===== config.mk =====
export PLATFORM = sky130hd
export DESIGN_NAME = frdet_div
export DESIGN_NICKNAME = d
export VERILOG_FILES = /design/src/hdl/frdet_pkg.sv /design/src/hdl/frdet_div.sv
export SDC_FILE = /design/constraint.sdc
export NUM_CORES = 1
export LEC_CHECK = 0
export BUFFER_PORTS_ARGS = -buffer_cell sky130_fd_sc_hd__clkbuf_2
export CORE_UTILIZATION = 50
export DETAILED_ROUTE_END_ITERATION = 16
export GPL_TIMING_DRIVEN = 0
export PLACE_DENSITY = 0.86
export SYNTH_ARGS = -nofsm -noshare
export SYNTH_HDL_FRONTEND = slang
export SYNTH_SLANG_ARGS = --single-unit
export TNS_END_PERCENT = 100

===== constraint.sdc =====
create_clock -name clk -period 3.1 [get_ports clk]
set_input_delay 0.62 -clock clk [delete_from_list [all_inputs] [get_ports clk]]
set_output_delay 0.62 -clock clk [all_outputs]
set_load 0.02 [all_outputs]

===== src/hdl/frdet_pkg.sv =====
// shared constants and widths for the frame rms over average detector
// used by the top level, the divider and the square root unit
package frdet_pkg;

  localparam int HISTORY_DEPTH  = 600;
  localparam int MAX_FRAME      = 8192;
  localparam int BASELINE_LEVEL = 1280;
  localparam int FRAC_BITS      = 4;

  localparam int SAMPLE_W = 16;
  localparam int MAG_W    = SAMPLE_W + 1;
  localparam int SQ_W     = 2 * SAMPLE_W - 1;
  localparam int LEVEL_W  = 20;
  localparam int RUN_W    = 8;

  localparam int COUNT_W  = $clog2(MAX_FRAME + 1);
  localparam int SUM_W    = COUNT_W + SQ_W - 1;
  localparam int HDEPTH_W = $clog2(HISTORY_DEPTH + 1);
  localparam int PTR_W    = $clog2(HISTORY_DEPTH);
  localparam int TOTAL_W  = LEVEL_W + HDEPTH_W;

  localparam int SCALED_W   = SUM_W + 2 * FRAC_BITS;
  localparam int DIVIDEND_W = (SCALED_W > TOTAL_W) ? SCALED_W : TOTAL_W;
  localparam int DIVISOR_W  = (COUNT_W > HDEPTH_W) ? COUNT_W : HDEPTH_W;

  localparam int ROOT_W    = (DIVIDEND_W + 1) / 2;
  localparam int ROOT_IN_W = 2 * ROOT_W;

  // mean of the history as total * ceil(2^s / depth) >> s, exact for any total
  // of TOTAL_W bits when s = TOTAL_W + ceil(log2(depth))
  localparam int MEAN_SHIFT  = TOTAL_W + $clog2(HISTORY_DEPTH);
  localparam int MEAN_PROD_W = 2 * TOTAL_W + 1;
  localparam logic [TOTAL_W:0] MEAN_RECIP =
    (TOTAL_W + 1)'(((64'd1 << MEAN_SHIFT) + 64'(HISTORY_DEPTH) - 64'd1)
                   / 64'(HISTORY_DEPTH));

  localparam logic [TOTAL_W-1:0] RESET_TOTAL =
    TOTAL_W'(HISTORY_DEPTH * BASELINE_LEVEL);

  typedef logic [LEVEL_W-1:0] level_t;

endpackage


===== src/hdl/frdet_div.sv =====
// iterative restoring divider, one quotient bit per cycle
// depends on frdet_pkg for operand widths
module frdet_div (
  input  logic                                clk,
  input  logic                                rst_n,
  input  logic                                start,
  input  logic [frdet_pkg::DIVIDEND_W-1:0]    dividend,
  input  logic [frdet_pkg::DIVISOR_W-1:0]     divisor,
  output logic                                busy,
  output logic [frdet_pkg::DIVIDEND_W-1:0]    quotient
);

  localparam int CNT_W = $clog2(frdet_pkg::DIVIDEND_W + 1);

  logic [frdet_pkg::DIVISOR_W-1:0]  rem_r;
  logic [frdet_pkg::DIVISOR_W-1:0]  dsr_r;
  logic [frdet_pkg::DIVIDEND_W-1:0] quo_r;
  logic [CNT_W-1:0]                 cnt_r;
  logic                             busy_r;

  logic [frdet_pkg::DIVISOR_W:0] rem_sh;
  logic [frdet_pkg::DIVISOR_W:0] diff;
  logic                          fits;

  always_comb begin
    rem_sh = {rem_r, quo_r[frdet_pkg::DIVIDEND_W-1]};
    fits   = rem_sh >= {1'b0, dsr_r};
    diff   = rem_sh - {1'b0, dsr_r};
  end

  always_ff @(posedge clk) begin
    if (!rst_n) begin
      busy_r <= 1'b0;
      cnt_r  <= '0;
    end else if (start) begin
      busy_r <= 1'b1;
      cnt_r  <= CNT_W'(frdet_pkg::DIVIDEND_W);
      rem_r  <= '0;
      dsr_r  <= divisor;
      quo_r  <= dividend;
    end else if (busy_r) begin
      // dividend bits shift out the top while quotient bits enter the bottom
      quo_r <= {quo_r[frdet_pkg::DIVIDEND_W-2:0], fits};
      rem_r <= fits ? diff[frdet_pkg::DIVISOR_W-1:0] : rem_sh[frdet_pkg::DIVISOR_W-1:0];
      cnt_r <= cnt_r - 1'b1;
      if (cnt_r == CNT_W'(1)) begin
        busy_r <= 1'b0;
      end
    end
  end

  assign busy     = busy_r;
  assign quotient = quo_r;

endmodule


**Yosys cells after proc, flatten, opt, wreduce, memory -nomap -nowiden**

Cells that the tools add are included.

- Multipliers: 0
- Magnitude comparators: 1
- Shifts and indexed selects: 0
- Bitwise operators: 1
- Equal/unequal tests: 1
- Add/sub/neg operators: 2
- Reductions and logical operators: 4
- Muxes and demuxes: 9
- Div/mod/pow operators: 0

Operators with widths:

| cell | count |
|---|---|
| $mux W52 | 2 |
| $mux W14 | 2 |
| $ge A15 B14 Y1 | 1 |
| $sub A14 B14 Y14 | 1 |
| $mux W6 | 2 |
| $eq A6 B1 Y1 const B | 1 |
| $sub A6 B1 Y6 const B | 1 |
| $reduce_and A2 Y1 | 2 |
| $mux W1 | 3 |
| $reduce_bool A2 Y1 | 1 |
| $reduce_or A2 Y1 | 1 |
| $not A1 Y1 | 1 |

- Memories kept: 0
- RAM bits: 0
- Input port bits: 69
- Bits in read-only memories: 0
- Latch bits: 0
- Flip-flop bits (word level): 87
- Word-level logic and storage cells: 24

**Longest topological paths before layout**

Gate-level depths: netlist of the first run.

- Depth in word-level cells: 4
- Gate-level depth with buffers: 11

**Least setup slack after synthesis of the first run**

OpenSTA, ideal clock, no wires.

- Path kind: input to register
- From: in start
- To: reg quo_r, in the netlist quotient[0] (enable)
- Setup time: 430 ps
- Arrival: 2431 ps
- Setup slack: 239 ps
- Stages on the path: 2
- Cells stage by stage: clkbuf_1 -> o21a_1

- Cells in the longest elaborated chain, start to end: 2

Ends and longest elaborated chain:

| item | line | source |
|---|---|---|
| start: declaration | frdet_div.sv:6 | `input logic start,` |
| $reduce_bool A2 Y1 (no source line) | -- |  |
| $reduce_and A2 Y1 (no source line) | -- |  |
| end signal: assignment | frdet_div.sv:40 | `quo_r <= dividend;` |
| end signal: assignment | frdet_div.sv:43 | `quo_r <= {quo_r[frdet_pkg::DIVIDEND_W-2:0], fits};` |
| end: declaration | frdet_div.sv:17 | `logic [frdet_pkg::DIVIDEND_W-1:0] quo_r;` |

No other way between the ends.
A chain may end at the register's enable or synchronous reset.

**Final worst setup path of the first run**

- From: reg quo_r, in the netlist quotient[51]
- To: reg rem_r[12] in the netlist's numbering (data pin)

- Cells in the longest elaborated chain, start to end: 3
- Elaborated cells between the ends (all ways): 4

Ends and longest elaborated chain:

| item | line | source |
|---|---|---|
| $sub A14 B14 Y14 / $ge A15 B14 Y1 (equally long branches) | frdet_div.sv:28, frdet_div.sv:27 |  |
| $mux W14 * | frdet_div.sv:44 | `rem_r <= fits ? diff[frdet_pkg::DIVISOR_W-1:0] : rem_sh[frdet_pkg::DIVISOR_W-1:0];` |
| $mux W14 * | frdet_div.sv:41 | `end else if (busy_r) begin` |
| end signal: assignment | frdet_div.sv:44 |  |
| end: declaration | frdet_div.sv:15 | `logic [frdet_pkg::DIVISOR_W-1:0] rem_r;` |

Mark *: on every way between the ends. The rest lies on a longest branch, timed or not. The select of a mux whose other input is x is not followed.

==> flow_summary_export.csv, run 1 <==
group,metric,value,unit
drt,wl,9330,um
logic_synthesis,synth_fa_ha_area_share,5.31,%
die,die_w,95.6,um
die,initial_core_util,52.5,%
logic_synthesis,seq_area_frac_synth,58.1,%
logic_synthesis,syn_nets,413,
sta,post-route-period-util,89.3,%
power,ir_drop,354,uV
critical_path,slowest_stage,"fa_1",
logic_synthesis,ys.flop_type,"edfxtp_1",
critical_path,critPathCaptureType,"flop",
clocking,ctsResizeCount,0,
drt,wl_per_cell,16.4,um
place,placed_area,5120,sq um
sta,setup_viol,0,
logic_synthesis,synth_top_family_by_area,"multiplexers",
logic_synthesis,synthXorXnorAreaFrac,2.20,%
sta,finalClockSkew,13.4,ps
critical_path,path_depth,10,
sta,period_needed,2770,ps
critical_path,path_max_fanout,3,
grt,antenna_found_initial,0,
sta,slew_violations,0,
place,place_congestion,0.851,
logic_synthesis,syn_inst,326,
worst_hold_path,holdPathStages,1,
place,placedCellCount,552,
sta,tightest_slew,932,ps
clocking,htreeDepth,3,
sta,hold_viol,0,
logic_synthesis,yosys.area.top_type_share,54.9,%
power,leakagePower,2.21,nW
logic_synthesis,synth_edf_count,80,
critical_path,r2r_slack,330,ps
logic_synthesis,netlist_area,4380,sq um
critical_path,path_class,"flop to flop",
logic_synthesis,synth_compound_area_share,7.86,%
worst_hold_path,hp-class,"input port to flop",
drt,drt_iter0_drc,128,
die,die_y,95.6,um
critical_path,crit_top_cell,"inv_1",
critical_path,r2r_cells,10,
layout,final_cell_mix,"121 x clkbuf_2, 80 x edfxtp_1, 51 x mux2_2",
clocking,cts_tree,"done",
critical_path,max_stage_delay,440,ps
clocking,post_cts_buffers,0,
grt,grt_max_degree,68,
logic_synthesis,synth_largest_area_cell,"edfxtp_1",
place,numPortBuffers,121,
critical_path,worstPathArrival,2870,ps
layout,fin_cells,568,
critical_path,cp-start-kind,"flop",
sta,fmax,361,MHz
die,fp.dieArea,9140,sq um
clocking,path_clk_slew,100,ps
critical_path,crit_required,3200,ps
drt,vias,3064,
layout,final_common_cell,"clkbuf_2",
clocking,cts_num_sinks,87,
critical_path,path_cells,"inv_1, ha_1, inv_1, fa_1, a211oi_1, nor3_1, o21ai_0, a21oi_1, or3_1, a32o_1",
critical_path,path_delay_family,"compound AO/OA/AOI/OAI gates",
logic_synthesis,syn_area_per_cell,13.4,sq um
drt,dr.pass1.iters,4,
grt,grt-ovfl-total,0,
die,io_pins,122,
grt,grt_pass1_wl,14600,um
drt,vias_per_cell,5.39,
layout,antenna_cells,0,
layout,syn2layout_area_growth,21.1,%
clocking,cts_buffer_depth,2,
logic_synthesis,ys_types,48,
logic_synthesis,yosys_warnings,0,
die,rows,33,
job,maxCapViolCount,0,
logic_synthesis,synth_seq_cells,87,
layout,nets,545,
sta,slew_headroom,37.9,%
layout,fin_area,5300,sq um
drt,route.detailed.drc,0,
sta,rsz0062_at_grt,"no",
layout,drive_gt1_share,42.1,%
logic_synthesis,async_reset_ff_share,0,%
clocking,postCtsHoldBufs,0,
logic_synthesis,synthTopCellsByArea,"edfxtp_1 55%, mux2_2 13%, ha_1 4.9%",
grt,grt_usage,21.3,%
sta,tns,0,ps
logic_synthesis,synth-simple-area-share,7.49,%
place,dp_hpwl,6980,um
power,cellPowerDensity,524,nW/um^2
die,core,8340,sq um
critical_path,crit_buf_inv,2,
drt,ant_nets,0,
run_status,status,"complete, no violations",
clocking,clk_latency,350,ps
clocking,cts-root-buf,"clkbuf_8",
grt,first_global_vias,3096,
clocking,cts_made_buffers,9,
logic_synthesis,synth.mux.area_fraction,15.4,%
## worst paths after layout
kind                                    from   endpoint
worst min register to register      cnt_r[1]   cnt_r[1]
worst max register to register  quotient[51]  rem_r[12]
worst min-delay path              divisor[1]   dsr_r[1]
worst max-delay path            quotient[51]  rem_r[12]
## per-layer routing
layer  vias up  global-route usage (%)  part of all wire, %
met3        16                    5.98                  7.0
met2       115                    37.4                   52
met5         -                       0                    0
li1       1474                       -                    -
met4         0                    8.33                  2.0
met1      1459                    24.6                   39
## power by group
part           switching [mW]  internal [mW]  leakage, nW
clock network           0.430          0.303       0.0850
logic                   0.329          0.275         1.30
registers              0.0475           1.39        0.821
total                   0.807           1.97         2.21
## state kept, by name, summed over array words and instances, names as in the netlist
signal / count
quotient: 52
dsr_r: 14
rem_r: 14
cnt_r: 6
busy: 1
## metrics by stage
| step | power (mW) | hold WS (ps) | setup slack (ps) | utilization, % |
|---|---|---|---|---|
| finish | 2.78 | 441 | 332 | 63.6 |
| global route | 2.88 | 431 | 237 | 63.6 |
| CTS | 2.79 | 423 | 336 | 63.6 |
| detailed placement | 2.07 | 508 | 361 | 61.4 |
| global placement | 2.05 | 479 | -692 | 61.3 |
| floorplan | 1.89 | 468 | 239 | - |
## cell usage after synthesis (3+ instances only)
cell,number
clkbuf_1,6
o21ai_0,9
xor2_1,3
ha_1,17
nor2_1,20
a21oi_1,9
and3_1,3
o21a_1,6
mux2i_1,10
nand3_1,5
a211oi_1,3
nor3_1,6
edfxtp_1,80
nand2_1,15
a31oi_1,4
inv_1,23
xnor2_1,8
dfxtp_1,7
mux2_2,51
nor2b_1,6
## area by class of cell
class                      count  area, sq um
multi-input combinational    205         1680
tap                          105          131
buffer                        11         75.1
clock buffer                  10          128
fill                         653         3040
sequential                    87         2540
timing repair buffer         121          606
clock inverter                 6         52.6
inverter                      23         86.3
## kinds of logic (layout without fill, tap and decap cells)
logic type / after synthesis / after routing
DFF: 87 / 87
and+or+nand+nor: 66 / 66
muxes: 61 / 61
AOI/OAI and AO/OA: 49 / 49
buffers and inverters: 34 / 171
adders and majority gates: 18 / 18
xor gates and xnor gates: 11 / 11
## worst register-to-register path, delay by kind of cell (launching register included)
kind / cells / cell delay (ps)
compound gates: 4 / 850
fa+ha+maj: 2 / 600
simple gates: 2 / 470
flops: 1 / 420
buf+inv: 2 / 180
Note: power is estimated with default switching activity, not from simulation.
==> inputs of run 2 (changes only) <==
--- a/config.mk
+++ b/config.mk
@@ -5,7 +5,7 @@
 export SDC_FILE = /design/constraint.sdc
 export NUM_CORES = 1
 export LEC_CHECK = 0
-export BUFFER_PORTS_ARGS = -buffer_cell sky130_fd_sc_hd__clkbuf_2
+export BUFFER_PORTS_ARGS = -buffer_cell sky130_fd_sc_hd__buf_4
 export CORE_UTILIZATION = 50
 export DETAILED_ROUTE_END_ITERATION = 16
 export GPL_TIMING_DRIVEN = 0
==> constraint.sdc (replaced) <==
create_clock -name clk -period 3.1 [get_ports clk]
set_input_delay 0.62 -clock clk [delete_from_list [all_inputs] [get_ports clk]]
set_output_delay 0.62 -clock clk [all_outputs]
set_load 0.01 [all_outputs]
==> run 2 against run 1 <==
Sequential share of layout area fell by 2.9 points. Critical path depth did not move. Global-route usage increased by 0.94 points. Sequential power about the same. Combinational power grew 3%.
==> flow_summary_export.csv, run 2 (same netlist as run 1, synthesis figures left out) <==
group,metric,value,unit
critical_path,r2r_slack,340,ps
critical_path,cp-start-kind,"flop",
clocking,cts_num_sinks,87,
sta,post-route-period-util,88.9,%
grt,met2_usage,38.3,%
grt,busiest_layer,"met2",
clocking,post_cts_buffers,0,
critical_path,path_class,"flop to flop",
clocking,cts-root-buf,"clkbuf_8",
sta,setup_viol,0,
clocking,postCtsHoldBufs,0,
layout,syn2layout_area_growth,28.9,%
grt,antenna_found_initial,0,
sta,period_needed,2760,ps
critical_path,rr_endpoint,"rem_r[12]",
layout,final_cell_mix,"121 x buf_4, 80 x edfxtp_1, 51 x mux2_2",
critical_path,timing.rr.start,"quotient[51]",
die,io_pins,122,
place,placed_area,5430,sq um
grt,met1_usage,25.2,%
run_status,status,"complete, no violations",
die,core,8340,sq um
layout,nFillCells,619,
drt,dr.pass1.iters,5,
drt,vias,3145,
critical_path,max_stage_delay,420,ps
die,rows,33,
power,finalPower,2.95,mW
drt,wl_per_cell,17.1,um
clocking,htreeDepth,3,
sta,rsz0062_at_grt,"no",
layout,drive_gt1_share,42.1,%
grt,grt_max_degree,68,
layout,fin_area,5650,sq um
sta,slew_headroom,39.0,%
critical_path,slowest_stage,"fa_1",
grt,met3_usage,9.09,%
critical_path,r2r_cells,10,
layout,final_common_cell,"buf_4",
clocking,cts_made_buffers,9,
grt,grt_pass1_wl,15000,um
critical_path,path_max_fanout,3,
job,maxCapViolCount,0,
layout,fin_util,67.7,%
drt,drt_iter0_drc,136,
clocking,cts_tree,"done",
sta,finalClockSkew,15.1,ps
sta,hold_viol,0,
die,die_w,95.6,um
sta,holdWs,435,ps
place,dp_hpwl,7110,um
drt,vias_per_cell,5.54,
die,fp.dieArea,9140,sq um
layout,antenna_cells,0,
drt,ant_nets,0,
grt,grt-ovfl-total,0,
place,numPortBuffers,121,
clocking,ctsResizeCount,0,
die,initial_core_util,52.5,%
critical_path,critPathCaptureType,"flop",
grt,grt_usage,22.3,%
sta,fmax,363,MHz
grt,first_global_vias,3094,
sta,slew_violations,0,
sta,tightest_slew,915,ps
worst_hold_path,holdPathStages,1,
place,place_congestion,0.907,
power,ir_drop,288,uV
critical_path,path_cells,"inv_1, ha_1, inv_1, fa_1, a211oi_1, nor3_1, o21ai_0, a21oi_1, or3_1, a32o_1",
worst_hold_path,min-delay-start,"divisor[4]",
sta,fin_ws,343,ps
critical_path,crit_required,3210,ps
drt,route.detailed.drc,0,
critical_path,worstPathArrival,2870,ps
layout,largest_reg_flops,52,
critical_path,crit_top_cell,"inv_1",
place,dp_slack,384,ps
clocking,cts_buffer_depth,2,
power,cellPowerDensity,522,nW/um^2
worst_hold_path,hold_path_end,"dsr_r[4]",
clocking,clk_latency,350,ps
worst_hold_path,hp-class,"input port to flop",
clocking,path_clk_slew,100,ps
die,die_y,95.6,um
layout,nets,545,
power,leakagePower,2.31,nW
drt,wl,9720,um
==> run 2: cell types whose count changed in the layout (fill, tap and decap cells not counted), sizes merged <==
cell      change
buf         +121
clkinvlp      -2
clkbuf      -122
clkinv        +1
bufinv        +2
==> run 2: final cells by class <==
cell class | instances | area [sq um] | area share (%)
sequential | 87 | 2540 | 45.0
inverter | 23 | 86.3 | 1.53
buffer | 11 | 75.1 | 1.33
clock buffer | 9 | 124 | 2.19
tap | 105 | 131 | 2.33
timing repair buffer | 121 | 908 | 16.1
clock inverter | 7 | 95.1 | 1.68
multi-input combinational | 205 | 1680 | 29.8
==> run 2: worst max-delay path by stage <==
stage	from	to	slack, ps	depth (start not counted)
2_1_floorplan	start	quotient[0]	240	2
3_3_place_gp	start	quotient[12]	-690	3
4_1_cts	quotient[51]	rem_r[12]	360	10
3_5_place_dp	quotient[51]	rem_r[12]	380	10
6_report	quotient[51]	rem_r[12]	340	10
5_1_grt	quotient[51]	rem_r[12]	220	10
==> run 2: worst max-delay path, delay by kind of cell (launching register included) <==
| kind | cells | cell delay [ps] |
|---|---|---|
| adder cells (fa/ha/maj) | 2 | 580 |
| flip-flops | 1 | 400 |
| AND/OR/NAND/NOR | 2 | 470 |
| buffers and inverters | 2 | 170 |
| AO/OA/AOI/OAI | 4 | 910 |
==> run 2: report_power, final <==
group          total [mW]  internal, mW  switching, mW  leakage [nW]
registers            1.44          1.39         0.0492         0.821
clock network       0.882         0.458          0.424         0.112
logic               0.620         0.321          0.299          1.38
==> run 2: through the flow <==
step / instances / TNS, ps
2_1_floorplan: 326 / 0
3_3_place_gp: 552 / -46300
3_5_place_dp: 552 / 0
4_1_cts: 568 / 0
5_1_grt: 568 / 0
6_report: 568 / 0
==> run 2: metal layers <==
metal  vias to the layer above  share of wire, %
met2                       131                51
met1                      1529                39
met3                        10               9.3
li1                       1475                 -
met4                         0              0.98
met5                         -                 0
