## src/hdl/frdet_pkg.sv

```systemverilog
// shared constants and widths for the frame rms over average detector
// used by the top level, the divider and the square root unit
package frdet_pkg;

  localparam int HISTORY_DEPTH  = 600;
  localparam int MAX_FRAME      = 8192;
  localparam int BASELINE_LEVEL = 1280;
  localparam int FRAC_BITS      = 4;

  localparam int SAMPLE_W = 16;
  localparam int MAG_W    = SAMPLE_W + 1;
  localparam int SQ_W     = 2 * SAMPLE_W - 1;
  localparam int LEVEL_W  = 20;
  localparam int RUN_W    = 8;

  localparam int COUNT_W  = $clog2(MAX_FRAME + 1);
  localparam int SUM_W    = COUNT_W + SQ_W - 1;
  localparam int HDEPTH_W = $clog2(HISTORY_DEPTH + 1);
  localparam int PTR_W    = $clog2(HISTORY_DEPTH);
  localparam int TOTAL_W  = LEVEL_W + HDEPTH_W;

  localparam int SCALED_W   = SUM_W + 2 * FRAC_BITS;
  localparam int DIVIDEND_W = (SCALED_W > TOTAL_W) ? SCALED_W : TOTAL_W;
  localparam int DIVISOR_W  = (COUNT_W > HDEPTH_W) ? COUNT_W : HDEPTH_W;

  localparam int ROOT_W    = (DIVIDEND_W + 1) / 2;
  localparam int ROOT_IN_W = 2 * ROOT_W;

  // mean of the history as total * ceil(2^s / depth) >> s, exact for any total
  // of TOTAL_W bits when s = TOTAL_W + ceil(log2(depth))
  localparam int MEAN_SHIFT  = TOTAL_W + $clog2(HISTORY_DEPTH);
  localparam int MEAN_PROD_W = 2 * TOTAL_W + 1;
  localparam logic [TOTAL_W:0] MEAN_RECIP =
    (TOTAL_W + 1)'(((64'd1 << MEAN_SHIFT) + 64'(HISTORY_DEPTH) - 64'd1)
                   / 64'(HISTORY_DEPTH));

  localparam logic [TOTAL_W-1:0] RESET_TOTAL =
    TOTAL_W'(HISTORY_DEPTH * BASELINE_LEVEL);

  typedef logic [LEVEL_W-1:0] level_t;

endpackage

```

## src/hdl/frdet_sqrt.sv

```systemverilog
// iterative integer square root, two radicand bits per cycle
// depends on frdet_pkg for operand widths
module frdet_sqrt (
  input  logic                               clk,
  input  logic                               rst_n,
  input  logic                               start,
  input  logic [frdet_pkg::ROOT_IN_W-1:0]    radicand,
  output logic                               busy,
  output logic [frdet_pkg::ROOT_W-1:0]       root
);

  localparam int RW    = frdet_pkg::ROOT_W;
  localparam int IW    = frdet_pkg::ROOT_IN_W;
  localparam int CNT_W = $clog2(RW + 1);

  logic [IW-1:0]    x_r;
  logic [RW+1:0]    rem_r;
  logic [RW-1:0]    root_r;
  logic [CNT_W-1:0] cnt_r;
  logic             busy_r;

  logic [RW+3:0] rem_t;
  logic [RW+3:0] trial;
  logic          fits;

  always_comb begin
    rem_t = {rem_r, x_r[IW-1:IW-2]};
    trial = {2'b00, root_r, 2'b01};
    fits  = rem_t >= trial;
  end

  always_ff @(posedge clk) begin
    if (!rst_n) begin
      busy_r <= 1'b0;
      cnt_r  <= '0;
    end else if (start) begin
      busy_r <= 1'b1;
      cnt_r  <= CNT_W'(RW);
      x_r    <= radicand;
      rem_r  <= '0;
      root_r <= '0;
    end else if (busy_r) begin
      x_r    <= {x_r[IW-3:0], 2'b00};
      rem_r  <= fits ? (RW+2)'(rem_t - trial) : rem_t[RW+1:0];
      root_r <= {root_r[RW-2:0], fits};
      cnt_r  <= cnt_r - 1'b1;
      if (cnt_r == CNT_W'(1)) begin
        busy_r <= 1'b0;
      end
    end
  end

  assign busy = busy_r;
  assign root = root_r;

endmodule

```

## config.mk

```make
export PLATFORM = sky130hd
export DESIGN_NAME = frdet_sqrt
export DESIGN_NICKNAME = d
export VERILOG_FILES = /design/src/hdl/frdet_pkg.sv /design/src/hdl/frdet_sqrt.sv
export SDC_FILE = /design/constraint.sdc
export NUM_CORES = 1
export LEC_CHECK = 0
export BUFFER_PORTS_ARGS = -buffer_cell sky130_fd_sc_hd__buf_4
export CORE_ASPECT_RATIO = 0.75
export CORE_UTILIZATION = 53
export DETAILED_ROUTE_END_ITERATION = 10
export PLACE_DENSITY_LB_ADDON = 0.3
export SLEW_MARGIN = 30
export SYNTH_ARGS = -nofsm -noshare
export SYNTH_HDL_FRONTEND = slang
export SYNTH_SLANG_ARGS = --single-unit
```

## constraint.sdc

```tcl
create_clock -name clk -period 3.8 [get_ports clk]
set_clock_uncertainty 0.2 [all_clocks]
set_input_delay 0.76 -clock clk [delete_from_list [all_inputs] [get_ports clk]]
set_output_delay 0.76 -clock clk [all_outputs]
set_load 0.01 [all_outputs]
```

======== After elaboration in Yosys (flattened, before gate mapping) ========
Index checks and enable logic that the tools add are counted.
storage, ports and cells
  memories ................................ 0
  ROM bits ................................ 0
  bits in writable memories ............... 0
  register bits ........................... 112
  bits in latches ......................... 0
  output and inout bits ................... 27
  input port bits ......................... 55
  logic and storage cells ................. 24
operators by class
  eq/ne operators ......................... 1
  shift operators ......................... 0
  bitwise gates (word level) .............. 1
  multipliers ............................. 0
  div/mod/pow operators ................... 0
  $lt $le $gt $ge ......................... 1
  $add $sub $neg .......................... 2
  mux-type cells .......................... 10
  reductions and logical operators ........ 3
operators by type and width
  cell                                                  count
  two-way mux 52 bit                                    2
  two-way mux 28 bit                                    2
  >= comparator 30 x 28 -> 1 bit                        1
  subtractor 28 bit                                     1
  two-way mux 26 bit                                    1
  two-way mux 5 bit                                     2
  equality test 5 x 1 -> 1 bit (second input constant)  1
  subtractor 5 x 1 -> 5 bit (second input constant)     1
  two-way mux 1 bit                                     3
  AND reduction 2 bit                                   1
  nonzero test 2 bit                                    1
  OR reduction 2 bit                                    1
  NOT 1 bit                                             1

======== Longest topological paths before layout ========
Gate-level depths: netlist of the first run.
  depth in word-level cells ............... 4
  mapped depth ............................ 12
  depth with buffers taken out ............ 10

======== Worst setup path before layout of the first run ========
OpenSTA, ideal clock, no wires.
  kind .................................... input port to flip-flop
  from .................................... input start
  to ...................................... register rem_r[0], enable pin
  path buffers ............................ 2
  stages on the path ...................... 4
  setup time .............................. 459 ps
  data required time ...................... 3141 ps
  data arrival time ....................... 3497 ps
  slack ................................... -356 ps
  cell sequence ........................... clkbuf_1 -> clkbuf_1 -> o21ai_0 -> inv_1
between the ends
  word-level cells in the longest chain between the ends .. 2
ends and longest elaborated chain
  what                                  line              text
  start: declaration                    frdet_sqrt.sv:6   input logic start,
  nonzero test 2 bit (no source line)   --
  AND reduction 2 bit (no source line)  --
  end signal: assignment                frdet_sqrt.sv:44  rem_r <= fits ? (RW+2)'(rem_t - trial) : rem_t[RW+1:0];
  end: declaration                      frdet_sqrt.sv:17  logic [RW+1:0] rem_r;
Every way passes these cells.
A chain may end at the register's enable or synchronous reset.

======== Worst setup path in the final report of the first run ========
  from .................................... register rem_r[1]
  to ...................................... register rem_r[27], data pin
between the ends
  word-level cells in the longest chain between the ends .. 3
  elaborated cells between the ends (all ways) .. 4
  those cells by class .................... add/sub (1); order compare (1); mux (2)
ends and longest elaborated chain
  what                                                                        line                                text
  subtractor 28 bit / >= comparator 30 x 28 -> 1 bit (equally long branches)  frdet_sqrt.sv:44, frdet_sqrt.sv:29
  two-way mux 28 bit *                                                        frdet_sqrt.sv:44
  two-way mux 28 bit *                                                        frdet_sqrt.sv:42                    end else if (busy_r) begin
Every way passes the cells marked *; elsewhere a longest branch is shown, timed or not. The select of a mux whose other input is x is not followed.

==> insert_results.sql, run 1 <==
INSERT INTO impl_metrics (metric_group, metric, value, unit) VALUES
('outcome', 'status', 'completed', ''),
('synthesis', 'ys_async_sr_fraction', '0', ''),
('worst_setup_path', 'cp-start-kind', 'register', ''),
('clocking', 'cts-resized-gates', '0', ''),
('final_layout', 'multi_input_area', '2720', 'sq um'),
('clocking', 'tritoncts', 'done', ''),
('clocking', 'cts-hold-fix-buffers', '0', ''),
('synthesis', 'syn-mean-instance-area', '11.5', 'sq um'),
('synthesis', 'synth_adder_area_share', '0.0599', ''),
('synthesis', 'sequential_fraction_of_the_synthesis_area', '0.527', ''),
('timing', 'fmax', '297', 'MHz'),
('synthesis', 'post_synth_instance_area', '6270', 'sq um'),
('synthesis', 'synth_compound_area_frac', '0.124', ''),
('synthesis', 'syn_nets', '629', ''),
('timing', 'finalSetupViolations', '0', ''),
('detailed_routing', 'vias', '4331', ''),
('worst_setup_path', 'path_max_fanout', '4', ''),
('global_routing', 'grt_start_max_net_pins', '74', ''),
('final_layout', 'syn_to_final_growth', '17.2', '%'),
('synthesis', 'most_used_flip_flop_cell_after_synthesis', 'sky130_fd_sc_hd__edfxtp_1', ''),
('timing', 'finalWorstPathRequiredPeriod', '3.37', 'ns'),
('hold_path', 'hold_path.startpoint', 'x_r[32]', ''),
('clocking', 'cts-root-buf', 'sky130_fd_sc_hd__clkbuf_16', ''),
('detailed_routing', 'final_antenna_net_count', '0', ''),
('clocking', 'cts_buffers', '9', ''),
('power', 'fin_total_pwr', '3.45', 'mW'),
('floorplanning', 'io-pin-count', '82', ''),
('clocking', 'tritoncts_num_sinks', '112', ''),
('global_routing', 'first_global_vias', '4203', ''),
('synthesis', 'synth_simple_gate_area_share', '0.103', ''),
('global_routing', 'antenna_violations_before_repair', '0', ''),
('floorplanning', 'die-height', '96.2', 'um'),
('worst_setup_path', 'critPathCaptureType', 'register', ''),
('final_layout', 'drive_gt1_frac', '0.274', ''),
('synthesis', 'syn-instance-count', '544', ''),
('placement', 'port_buffer_cells', '81', ''),
('synthesis', 'ffs_latches_synth', '112', ''),
('detailed_routing', 'routed_wl', '12.4', 'mm'),
('global_routing', 'globalRoute.totalOverflow', '0', ''),
('worst_setup_path', 'cp-startpoint', 'rem_r[1]', ''),
('detailed_routing', 'drt_iter0_drc', '300', ''),
('floorplanning', 'initial_utilization', '0.542', ''),
('timing', 'post-route-worst-setup-slack', '0.430', 'ns'),
('floorplanning', 'placementRows', '34', ''),
('global_routing', 'globalRouteTotalUtil', '0.209', ''),
('placement', 'place_hpwl', '8.84', 'mm'),
('detailed_routing', 'dr.pass1.iters', '5', ''),
('clocking', 'htree_num_levels', '3', ''),
('timing', 'timing_worst_slew_pin_value', '0.972', 'ns'),
('worst_setup_path', 'critical_path_arrival', '3.28', 'ns'),
('power', 'irDropWorstVdd', '0.236', 'mV'),
('timing', 'finalHoldViolCount', '0', ''),
('detailed_routing', 'avgRoutedWirePerCell', '15.8', 'um'),
('timing', 'finalCritPeriodShare', '0.887', ''),
('worst_setup_path', 'critPathKind', 'register to register', ''),
('synthesis', 'synth_mux_area_frac', '0.109', ''),
('synthesis', 'yosys_warnings', '0', ''),
('timing', 'slew_violations', '0', ''),
('synthesis', 'synth.distinct_cells', '51', ''),
('floorplanning', 'die_width', '128', 'um'),
('worst_setup_path', 'critPathRequiredTime', '3.71', 'ns'),
('timing', 'max-slew-margin-rel', '0.352', ''),
('clocking', 'worst_skew_pair.late_latency', '0.36', 'ns'),
('synthesis', 'post_synth_xor_area_fraction', '0.0377', ''),
('hold_path', 'min-delay-path-class', 'register to register', ''),
('final_layout', 'num-fill-cells', '929', ''),
('clocking', 'post-cts-setup-buffers', '0', ''),
('clocking', 'path_clk_slew', '0.09', 'ns'),
('timing', 'grt_setup_unrepaired', 'no', ''),
('floorplanning', 'die_area', '12300', 'sq um'),
('clocking', 'cts_buffer_depth', '2', '');
## cell usage in the layout (no fill, tap or decap), types with 5 or more instances in the layout
cell / n
sky130_fd_sc_hd__a211oi_1: 5
sky130_fd_sc_hd__a21o_1: 12
sky130_fd_sc_hd__a21oi_1: 38
sky130_fd_sc_hd__a31oi_1: 5
sky130_fd_sc_hd__buf_4: 89
sky130_fd_sc_hd__clkbuf_16: 9
sky130_fd_sc_hd__dfxtp_1: 6
sky130_fd_sc_hd__edfxtp_1: 106
sky130_fd_sc_hd__ha_1: 30
sky130_fd_sc_hd__inv_1: 35
sky130_fd_sc_hd__mux2_2: 50
sky130_fd_sc_hd__mux2i_1: 12
sky130_fd_sc_hd__nand2_1: 34
sky130_fd_sc_hd__nand2b_1: 6
sky130_fd_sc_hd__nand3_1: 9
sky130_fd_sc_hd__nand4_1: 6
sky130_fd_sc_hd__nor2_1: 60
sky130_fd_sc_hd__nor3_1: 5
sky130_fd_sc_hd__o21a_1: 7
sky130_fd_sc_hd__o21ai_0: 19
sky130_fd_sc_hd__or3_1: 5
sky130_fd_sc_hd__xnor2_1: 18
sky130_fd_sc_hd__xor2_1: 9
## synthesized netlist by cell type (12+ instances only)
cell | number | share of area
sky130_fd_sc_hd__edfxtp_1 | 106 | 0.51
sky130_fd_sc_hd__nor2_1 | 60 | 0.036
sky130_fd_sc_hd__mux2_2 | 50 | 0.090
sky130_fd_sc_hd__a21oi_1 | 38 | 0.030
sky130_fd_sc_hd__inv_1 | 36 | 0.022
sky130_fd_sc_hd__nand2_1 | 34 | 0.020
sky130_fd_sc_hd__ha_1 | 30 | 0.060
sky130_fd_sc_hd__o21ai_0 | 19 | 0.015
sky130_fd_sc_hd__clkbuf_1 | 18 | 0.011
sky130_fd_sc_hd__xnor2_1 | 18 | 0.025
sky130_fd_sc_hd__a21o_1 | 12 | 0.014
sky130_fd_sc_hd__mux2i_1 | 12 | 0.019
## final timing paths
path / end / slack, ns / depth (start not counted)
worst max-delay path: rem_r[27] / 0.43 / 9
worst min-delay path: x_r[34] / 0.35 / 1
worst max register to register: rem_r[27] / 0.43 / 9
worst min register to register: x_r[34] / 0.35 / 1
## registers in the layout, indices dropped and copies added, names as in the netlist
name / flops
busy: 1
cnt_r: 5
rem_r: 28
x_r: 52
root: 26
## stage by stage
stage | instance area, sq um | instances | hold slack (ns) | utilization
finish | 7350 | 787 | 0.352 | 0.635
global route | 7350 | 787 | 0.359 | 0.635
CTS | 7350 | 787 | 0.357 | 0.635
detailed placement | 7030 | 771 | 0.333 | 0.607
global placement | 7030 | 771 | 0.322 | 0.607
floorplan | 6270 | 544 | 0.302 | -
## worst max-delay path, stage by stage, from the launching register on
cell	delay, ns
sky130_fd_sc_hd__edfxtp_1	0.41
sky130_fd_sc_hd__ha_1	0.37
sky130_fd_sc_hd__o211ai_1	0.11
sky130_fd_sc_hd__o21ai_0	0.52
sky130_fd_sc_hd__o311ai_0	0.31
sky130_fd_sc_hd__a21o_1	0.25
sky130_fd_sc_hd__o31a_1	0.32
sky130_fd_sc_hd__o31ai_1	0.27
sky130_fd_sc_hd__nand2_1	0.10
sky130_fd_sc_hd__a31o_2	0.25
## layout make-up
cell class,count,area share
tap,162,0.0276
sequential,112,0.449
clock buffer,9,0.0306
timing repair buffer,89,0.0909
multi-input combinational,372,0.370
inverter,36,0.0189
clock inverter,7,0.0131
## power by group
part / switching [mW] / leakage [nW] / total (mW) / internal [mW]
Clock: 0.509 / 0.156 / 0.996 / 0.486
Combinational: 0.515 / 1.75 / 0.919 / 0.405
Sequential: 0.0457 / 1.07 / 1.53 / 1.49
## logic make-up (layout without fill, tap and decap cells)
family / after synthesis / in the layout
simple gates: 141 / 141
compound gates: 112 / 112
flops: 112 / 112
mux: 62 / 62
buf+inv: 60 / 141
fa+ha+maj: 30 / 30
xor+xnor: 27 / 27
## routing by layer
metal  global-route usage  wire length [um]
met1                0.280              5730
met4               0.0578               179
met2                0.343              5810
met3               0.0478               681
met5                    0                 0
Power figures use the tool's default switching activity.
==> run 2: changes to the inputs <==
CORE_UTILIZATION = 58   (was 53)
PLACE_DENSITY = 0.8   (was unset)
PLACE_DENSITY_LB_ADDON = unset   (was 0.3)
clock period = 3.15 ns   (was 3.8 ns; I/O delays follow)
==> run 2 against run 1 <==
Against the previous run: sequential power rose by 21%; critical path depth increased by 2; via count rose by 1.6%; cell area grew 1.3%; flip-flop and latch count unchanged; global-route usage rose by 2.8 points; clock-buffer cell count grew 1; maximum frequency rose by 11%; cell count is 2.3% lower; worst hold slack lost 0.019 ns; clock power increased by 12%.
==> insert_results.sql, run 2 (synthesis gave the netlist of run 1 again) <==
INSERT INTO impl_metrics (metric_group, metric, value, unit) VALUES
('outcome', 'status', 'completed', ''),
('final_layout', 'largest_register_ffs', '52', ''),
('timing', 'finalCritPeriodShare', '0.961', ''),
('power', 'irDropWorstVdd', '0.315', 'mV'),
('timing', 'finalHoldViolCount', '0', ''),
('detailed_routing', 'drc', '0', ''),
('clocking', 'cts-hold-fix-buffers', '0', ''),
('final_layout', 'antenna_diodes', '0', ''),
('final_layout', 'layout_commonest_cell', 'sky130_fd_sc_hd__edfxtp_1', ''),
('final_layout', 'fin_nets', '713', ''),
('detailed_routing', 'vias', '4402', ''),
('floorplanning', 'initial_utilization', '0.602', ''),
('final_layout', 'finish.instance_area', '7440', 'sq um'),
('clocking', 'tritoncts', 'done', ''),
('placement', 'detailed_place.area', '7090', 'sq um'),
('final_layout', 'layout_common_cells', 'sky130_fd_sc_hd__edfxtp_1 (106), sky130_fd_sc_hd__buf_4 (93), sky130_fd_sc_hd__nor2_1 (60)', ''),
('global_routing', 'globalRoute.totalOverflow', '0', ''),
('floorplanning', 'die_width', '122', 'um'),
('clocking', 'cts_buffers', '9', ''),
('worst_setup_path', 'cp-start-kind', 'register', ''),
('timing', 'max-slew-margin-rel', '0.648', ''),
('floorplanning', 'placementRows', '32', ''),
('clocking', 'path_clk_slew', '0.08', 'ns'),
('global_routing', 'wire_length_of_the_first_global_routing_pass', '20.5', 'mm'),
('clocking', 'cts-root-buf', 'sky130_fd_sc_hd__clkbuf_16', ''),
('global_routing', 'first_global_vias', '4250', ''),
('detailed_routing', 'drt_iter0_drc', '312', ''),
('floorplanning', 'io-pin-count', '82', ''),
('final_layout', 'syn_to_final_growth', '18.7', '%'),
('detailed_routing', 'vias_per_cell', '5.72', ''),
('worst_setup_path', 'critPathKind', 'register to register', ''),
('clocking', 'tritoncts_num_sinks', '112', ''),
('power', 'leak_pwr', '3.02', 'nW'),
('placement', 'gp_congestion', '0.894', ''),
('worst_setup_path', 'critPathRequiredTime', '3.11', 'ns'),
('detailed_routing', 'dr.pass1.iters', '5', ''),
('floorplanning', 'placeable_area', '10400', 'sq um'),
('final_layout', 'multi_input_area', '2770', 'sq um'),
('global_routing', 'globalRouteTotalUtil', '0.236', ''),
('power', 'powerDensity', '558', 'nW/um^2'),
('placement', 'port_buffer_cells', '81', ''),
('floorplanning', 'die-height', '92.1', 'um'),
('flow_run', 'cap_viol_max_count', '0', ''),
('timing', 'timing_worst_slew_pin_value', '0.528', 'ns'),
('timing', 'finalSetupViolations', '0', ''),
('global_routing', 'antenna_violations_before_repair', '0', ''),
('detailed_routing', 'routed_wl', '12.8', 'mm'),
('worst_setup_path', 'critPathCaptureType', 'register', ''),
('timing', 'totalNegativeSetupSlack', '0', 'ns'),
('final_layout', 'drive_gt1_frac', '0.297', ''),
('hold_path', 'min-delay-path-class', 'primary input to register', ''),
('clocking', 'worst_skew_pair.late_latency', '0.35', 'ns'),
('timing', 'finalWorstPathRequiredPeriod', '3.03', 'ns'),
('detailed_routing', 'final_antenna_net_count', '0', ''),
('timing', 'fmax', '330', 'MHz'),
('final_layout', 'regMostFlops', 'x_r', ''),
('floorplanning', 'die_area', '11200', 'sq um'),
('timing', 'slew_violations', '0', ''),
('clocking', 'htree_num_levels', '3', ''),
('global_routing', 'grt_start_max_net_pins', '67', ''),
('placement', 'place_hpwl', '8.91', 'mm'),
('detailed_routing', 'avgRoutedWirePerCell', '16.6', 'um'),
('worst_setup_path', 'critical_path_arrival', '2.99', 'ns'),
('clocking', 'cts_buffer_depth', '2', ''),
('worst_setup_path', 'path_max_fanout', '5', ''),
('final_layout', 'final-seq-area', '3300', 'sq um'),
('final_layout', 'num-fill-cells', '738', '');
run 2: changes by cell type in the layout (fill, tap and decap cells not counted), moves of 2 or more:
cell,delta
sky130_fd_sc_hd__ha_1,-4
sky130_fd_sc_hd__clkinv_4,+2
sky130_fd_sc_hd__buf_4,+4
sky130_fd_sc_hd__a21oi_1,-2
sky130_fd_sc_hd__a21oi_2,+2
sky130_fd_sc_hd__o21ai_1,+2
sky130_fd_sc_hd__inv_12,-2
sky130_fd_sc_hd__buf_12,+3
sky130_fd_sc_hd__o311ai_0,-2
sky130_fd_sc_hd__o21ai_0,-3
sky130_fd_sc_hd__ha_2,+4
run 2: timing repair:
action / CTS / global route
endpoints found under the setup margin: 1 / 24
endpoints found under the hold margin: 0 / 0
setup buffers: 0 / 2
gates resized for setup: 1 / 14
pin swaps: 0 / 5
run 2: path summary, 6_finish.rpt:
check / from / end / slack [ns] / cells past startpoint
min reg2reg: x_r[10] / x_r[12] / 0.35 / 1
max: root[0] / rem_r[25] / 0.12 / 11
max reg2reg: root[0] / rem_r[25] / 0.12 / 11
min: rst_n / cnt_r[3] / 0.33 / 2
run 2: critical path, stage by stage, from the launching register on:
cell and delay, ns:
sky130_fd_sc_hd__edfxtp_1 0.43, sky130_fd_sc_hd__inv_1 0.11, sky130_fd_sc_hd__ha_2 0.31, sky130_fd_sc_hd__o211ai_1 0.18, sky130_fd_sc_hd__o21ai_1 0.11, sky130_fd_sc_hd__buf_4 0.16
sky130_fd_sc_hd__a41o_2 0.30, sky130_fd_sc_hd__a21o_1 0.22, sky130_fd_sc_hd__a21oi_2 0.13, sky130_fd_sc_hd__a21oi_1 0.09, sky130_fd_sc_hd__or4b_1 0.49, sky130_fd_sc_hd__o311ai_1 0.10
run 2: layout make-up:
type / count / share of cell area
timing repair buffer: 97 / 0.103
inverter: 36 / 0.0187
sequential: 112 / 0.444
tap: 136 / 0.0229
clock buffer: 10 / 0.0308
multi-input combinational: 372 / 0.372
clock inverter: 6 / 0.00840
run 2: power breakdown:
group	internal (mW)	total (mW)	switching, mW
Clock	0.559	1.12	0.563
Sequential	1.79	1.85	0.0592
Combinational	0.531	1.18	0.646
Total	2.88	4.15	1.27
run 2: routing by layer:
metal	part of all wire	routed length (um)	track usage
met1	0.47	6000	0.338
met2	0.47	6040	0.368
met3	0.050	640	0.0479
met4	0.0091	117	0.0589
met5	0	0	0
run 2: through the flow:
step           total power, mW  cells  setup WS [ns]   util  hold slack, ns
6_report                  4.15    769          0.122  0.715           0.333
5_1_grt                   4.34    769      -0.000725  0.715           0.343
4_1_cts                   4.13    767        0.00848  0.709           0.323
3_5_place_dp              3.01    751        -0.0956  0.681           0.335
3_3_place_gp              2.97    751        -0.0421  0.681           0.323
2_1_floorplan             2.71    544        -0.0732      -           0.302
==> run 3: changes to the inputs <==
RECOVER_POWER = 50   (was unset)
==> run 3 against run 2 <==
Against the previous run: first-iteration DRC count decreased by 1.9%; clock-buffer cell count stayed put; power down 0.51%; core utilization fell by 1.3 points; global-route usage is the same; highest routed layer unchanged; flip-flop and latch count did not move; worst setup slack gained 0.012 ns; sequential power about the same; non-clock buffer count unchanged; cell area down 1.8%; sequential share of layout area up 0.82 points; die area stayed put.
==> insert_results.sql, run 3 (synthesis gave the netlist of run 1 again) <==
INSERT INTO impl_metrics (metric_group, metric, value, unit) VALUES
('power', 'clock_group_share_of_total_power', '0.272', ''),
('hold_path', 'hold_path.startpoint', 'rst_n', ''),
('clocking', 'tritoncts', 'done', ''),
('timing', 'fmax', '332', 'MHz'),
('clocking', 'cts-hold-fix-buffers', '0', ''),
('floorplanning', 'die-height', '92.1', 'um'),
('clocking', 'path_clk_slew', '0.08', 'ns'),
('power', 'power.share.combinational', '0.280', ''),
('timing', 'whs', '0.315', 'ns'),
('hold_path', 'min-delay-path-class', 'primary input to register', ''),
('final_layout', 'fin_nets', '713', ''),
('global_routing', 'global_route.usage.met3', '0.0479', ''),
('global_routing', 'antenna_violations_before_repair', '0', ''),
('worst_setup_path', 'critPathKind', 'register to register', ''),
('timing', 'finalHoldViolCount', '0', ''),
('final_layout', 'layout_commonest_cell', 'sky130_fd_sc_hd__edfxtp_1', ''),
('floorplanning', 'placeable_area', '10400', 'sq um'),
('global_routing', 'first_global_vias', '4250', ''),
('worst_setup_path', 'critPathCaptureType', 'register', ''),
('clocking', 'htree_num_levels', '3', ''),
('power', 'power_switching_share', '0.306', ''),
('final_layout', 'fin_util', '0.702', ''),
('timing', 'timing_worst_slew_pin_value', '0.901', 'ns'),
('final_layout', 'num-fill-cells', '762', ''),
('floorplanning', 'placementRows', '32', ''),
('final_layout', 'final_cells', '769', ''),
('floorplanning', 'initial_utilization', '0.602', ''),
('final_layout', 'syn_to_final_growth', '16.5', '%'),
('power', 'powerDensity', '565', 'nW/um^2'),
('clocking', 'cts_buffer_depth', '2', ''),
('clocking', 'cts_buffers', '9', ''),
('worst_setup_path', 'cp-startpoint', 'root[0]', ''),
('placement', 'placed_cells', '751', ''),
('final_layout', 'layout_common_cells', 'sky130_fd_sc_hd__edfxtp_1 (106), sky130_fd_sc_hd__buf_4 (67), sky130_fd_sc_hd__nor2_1 (60)', ''),
('power', 'power_switching', '1.26', 'mW'),
('floorplanning', 'io-pin-count', '82', ''),
('detailed_routing', 'avgRoutedWirePerCell', '16.6', 'um'),
('outcome', 'status', 'completed', ''),
('worst_setup_path', 'cp-start-kind', 'register', ''),
('global_routing', 'global_route.usage.met2', '0.368', ''),
('floorplanning', 'die_area', '11200', 'sq um'),
('worst_setup_path', 'critical_path_arrival', '2.98', 'ns'),
('final_layout', 'largest_register_ffs', '52', ''),
('clocking', 'worst_skew_pair.late_latency', '0.35', 'ns'),
('power', 'cellInternalPower', '2.87', 'mW'),
('power', 'share_seq_of_total_power', '0.449', ''),
('placement', 'place_hpwl', '8.91', 'mm'),
('timing', 'finalCritPeriodShare', '0.958', ''),
('worst_setup_path', 'path_max_fanout', '5', ''),
('global_routing', 'wire_length_of_the_first_global_routing_pass', '20.5', 'mm'),
('global_routing', 'grt_start_max_net_pins', '67', ''),
('global_routing', 'globalRouteTotalUtil', '0.236', ''),
('worst_setup_path', 'critPathRequiredTime', '3.11', 'ns'),
('floorplanning', 'die_width', '122', 'um'),
('global_routing', 'globalRoute.totalOverflow', '0', ''),
('timing', 'finalWorstPathRequiredPeriod', '3.02', 'ns'),
('global_routing', 'grt_most_used_layer', 'met2', ''),
('final_layout', 'regMostFlops', 'x_r', ''),
('power', 'leak_pwr', '2.91', 'nW'),
('detailed_routing', 'vias', '4407', ''),
('timing', 'max-slew-margin-rel', '0.399', ''),
('final_layout', 'antenna_diodes', '0', ''),
('flow_run', 'cap_viol_max_count', '0', ''),
('detailed_routing', 'drc', '0', ''),
('placement', 'gp_congestion', '0.894', ''),
('final_layout', 'drive_gt1_frac', '0.256', ''),
('clocking', 'tritoncts_num_sinks', '112', ''),
('global_routing', 'grt_met1_usage', '0.338', ''),
('timing', 'finalSetupViolations', '0', ''),
('power', 'irDropWorstVdd', '0.315', 'mV'),
('worst_setup_path', 'worstReg2RegStart', 'root[0]', ''),
('timing', 'slew_violations', '0', ''),
('detailed_routing', 'routed_wl', '12.8', 'mm'),
('clocking', 'cts-root-buf', 'sky130_fd_sc_hd__clkbuf_16', ''),
('detailed_routing', 'dr.pass1.iters', '5', ''),
('detailed_routing', 'final_antenna_net_count', '0', ''),
('detailed_routing', 'drt_iter0_drc', '306', ''),
('placement', 'port_buffer_cells', '81', ''),
('detailed_routing', 'vias_per_cell', '5.73', '');
run 3: repair_timing:
action                     in CTS  in global routing
setup buffers                   0                  2
setup endpoints to repair       1                 24
resized for setup               1                 14
pin swaps                       0                  5
hold endpoints to repair        0                  0
run 3: cell type report:
cell class	instances	area, sq um	share of cell area
Clock buffer	10	229	0.0313
Clock inverter	6	62.6	0.00856
Inverter	36	136	0.0187
Multi-Input combinational cell	372	2760	0.378
Sequential cell	112	3300	0.452
Tap cell	136	170	0.0233
Timing Repair Buffer	97	648	0.0887
run 3: metal layers:
metal	vias up	routed length (um)
met4	0	117
met3	10	639
li1	2149	-
met2	121	6040
met5	-	0
met1	2127	6000
run 3: metrics by stage:
| stage | TNS (ns) | power, mW | area [sq um] | setup slack (ns) |
|---|---|---|---|---|
| 4_1_cts | 0 | 4.13 | 7380 | 0.00848 |
| 3_5_place_dp | -0.0956 | 3.01 | 7090 | -0.0956 |
| 3_3_place_gp | -0.0421 | 2.97 | 7090 | -0.0421 |
| 2_1_floorplan | -7.76 | 2.71 | 6330 | -0.0732 |
| 6_report | 0 | 4.13 | 7310 | 0.134 |
| 5_1_grt | -0.000725 | 4.32 | 7310 | -0.000725 |
run 3: worst max-delay path, stage by stage (launching register included):
cell and delay (ns):
sky130_fd_sc_hd__edfxtp_1 0.43, sky130_fd_sc_hd__inv_1 0.11, sky130_fd_sc_hd__ha_2 0.31, sky130_fd_sc_hd__o211ai_1 0.18
sky130_fd_sc_hd__o21ai_1 0.11, sky130_fd_sc_hd__buf_4 0.16, sky130_fd_sc_hd__a41o_2 0.30, sky130_fd_sc_hd__a21o_1 0.22
sky130_fd_sc_hd__a21oi_2 0.13, sky130_fd_sc_hd__a21oi_1 0.10, sky130_fd_sc_hd__or4b_1 0.48, sky130_fd_sc_hd__o311ai_1 0.09
run 3: final timing paths:
path / endpoint / slack [ns] / depth (start not counted)
worst max register to register: rem_r[25] / 0.13 / 11
worst max-delay path: rem_r[25] / 0.13 / 11
worst min register to register: x_r[9] / 0.35 / 1
worst min-delay path: cnt_r[3] / 0.31 / 2
run 3: power groups by stage:
stage | combinational, mW | sequential, mW | clock (mW)
after CTS | 1.14 | 1.85 | 1.14
final | 1.15 | 1.85 | 1.12
after global placement | 1.09 | 1.88 | 0
after floorplan | 0.829 | 1.88 | 0
after detailed placement | 1.13 | 1.88 | 0
after global routing | 1.27 | 1.87 | 1.19
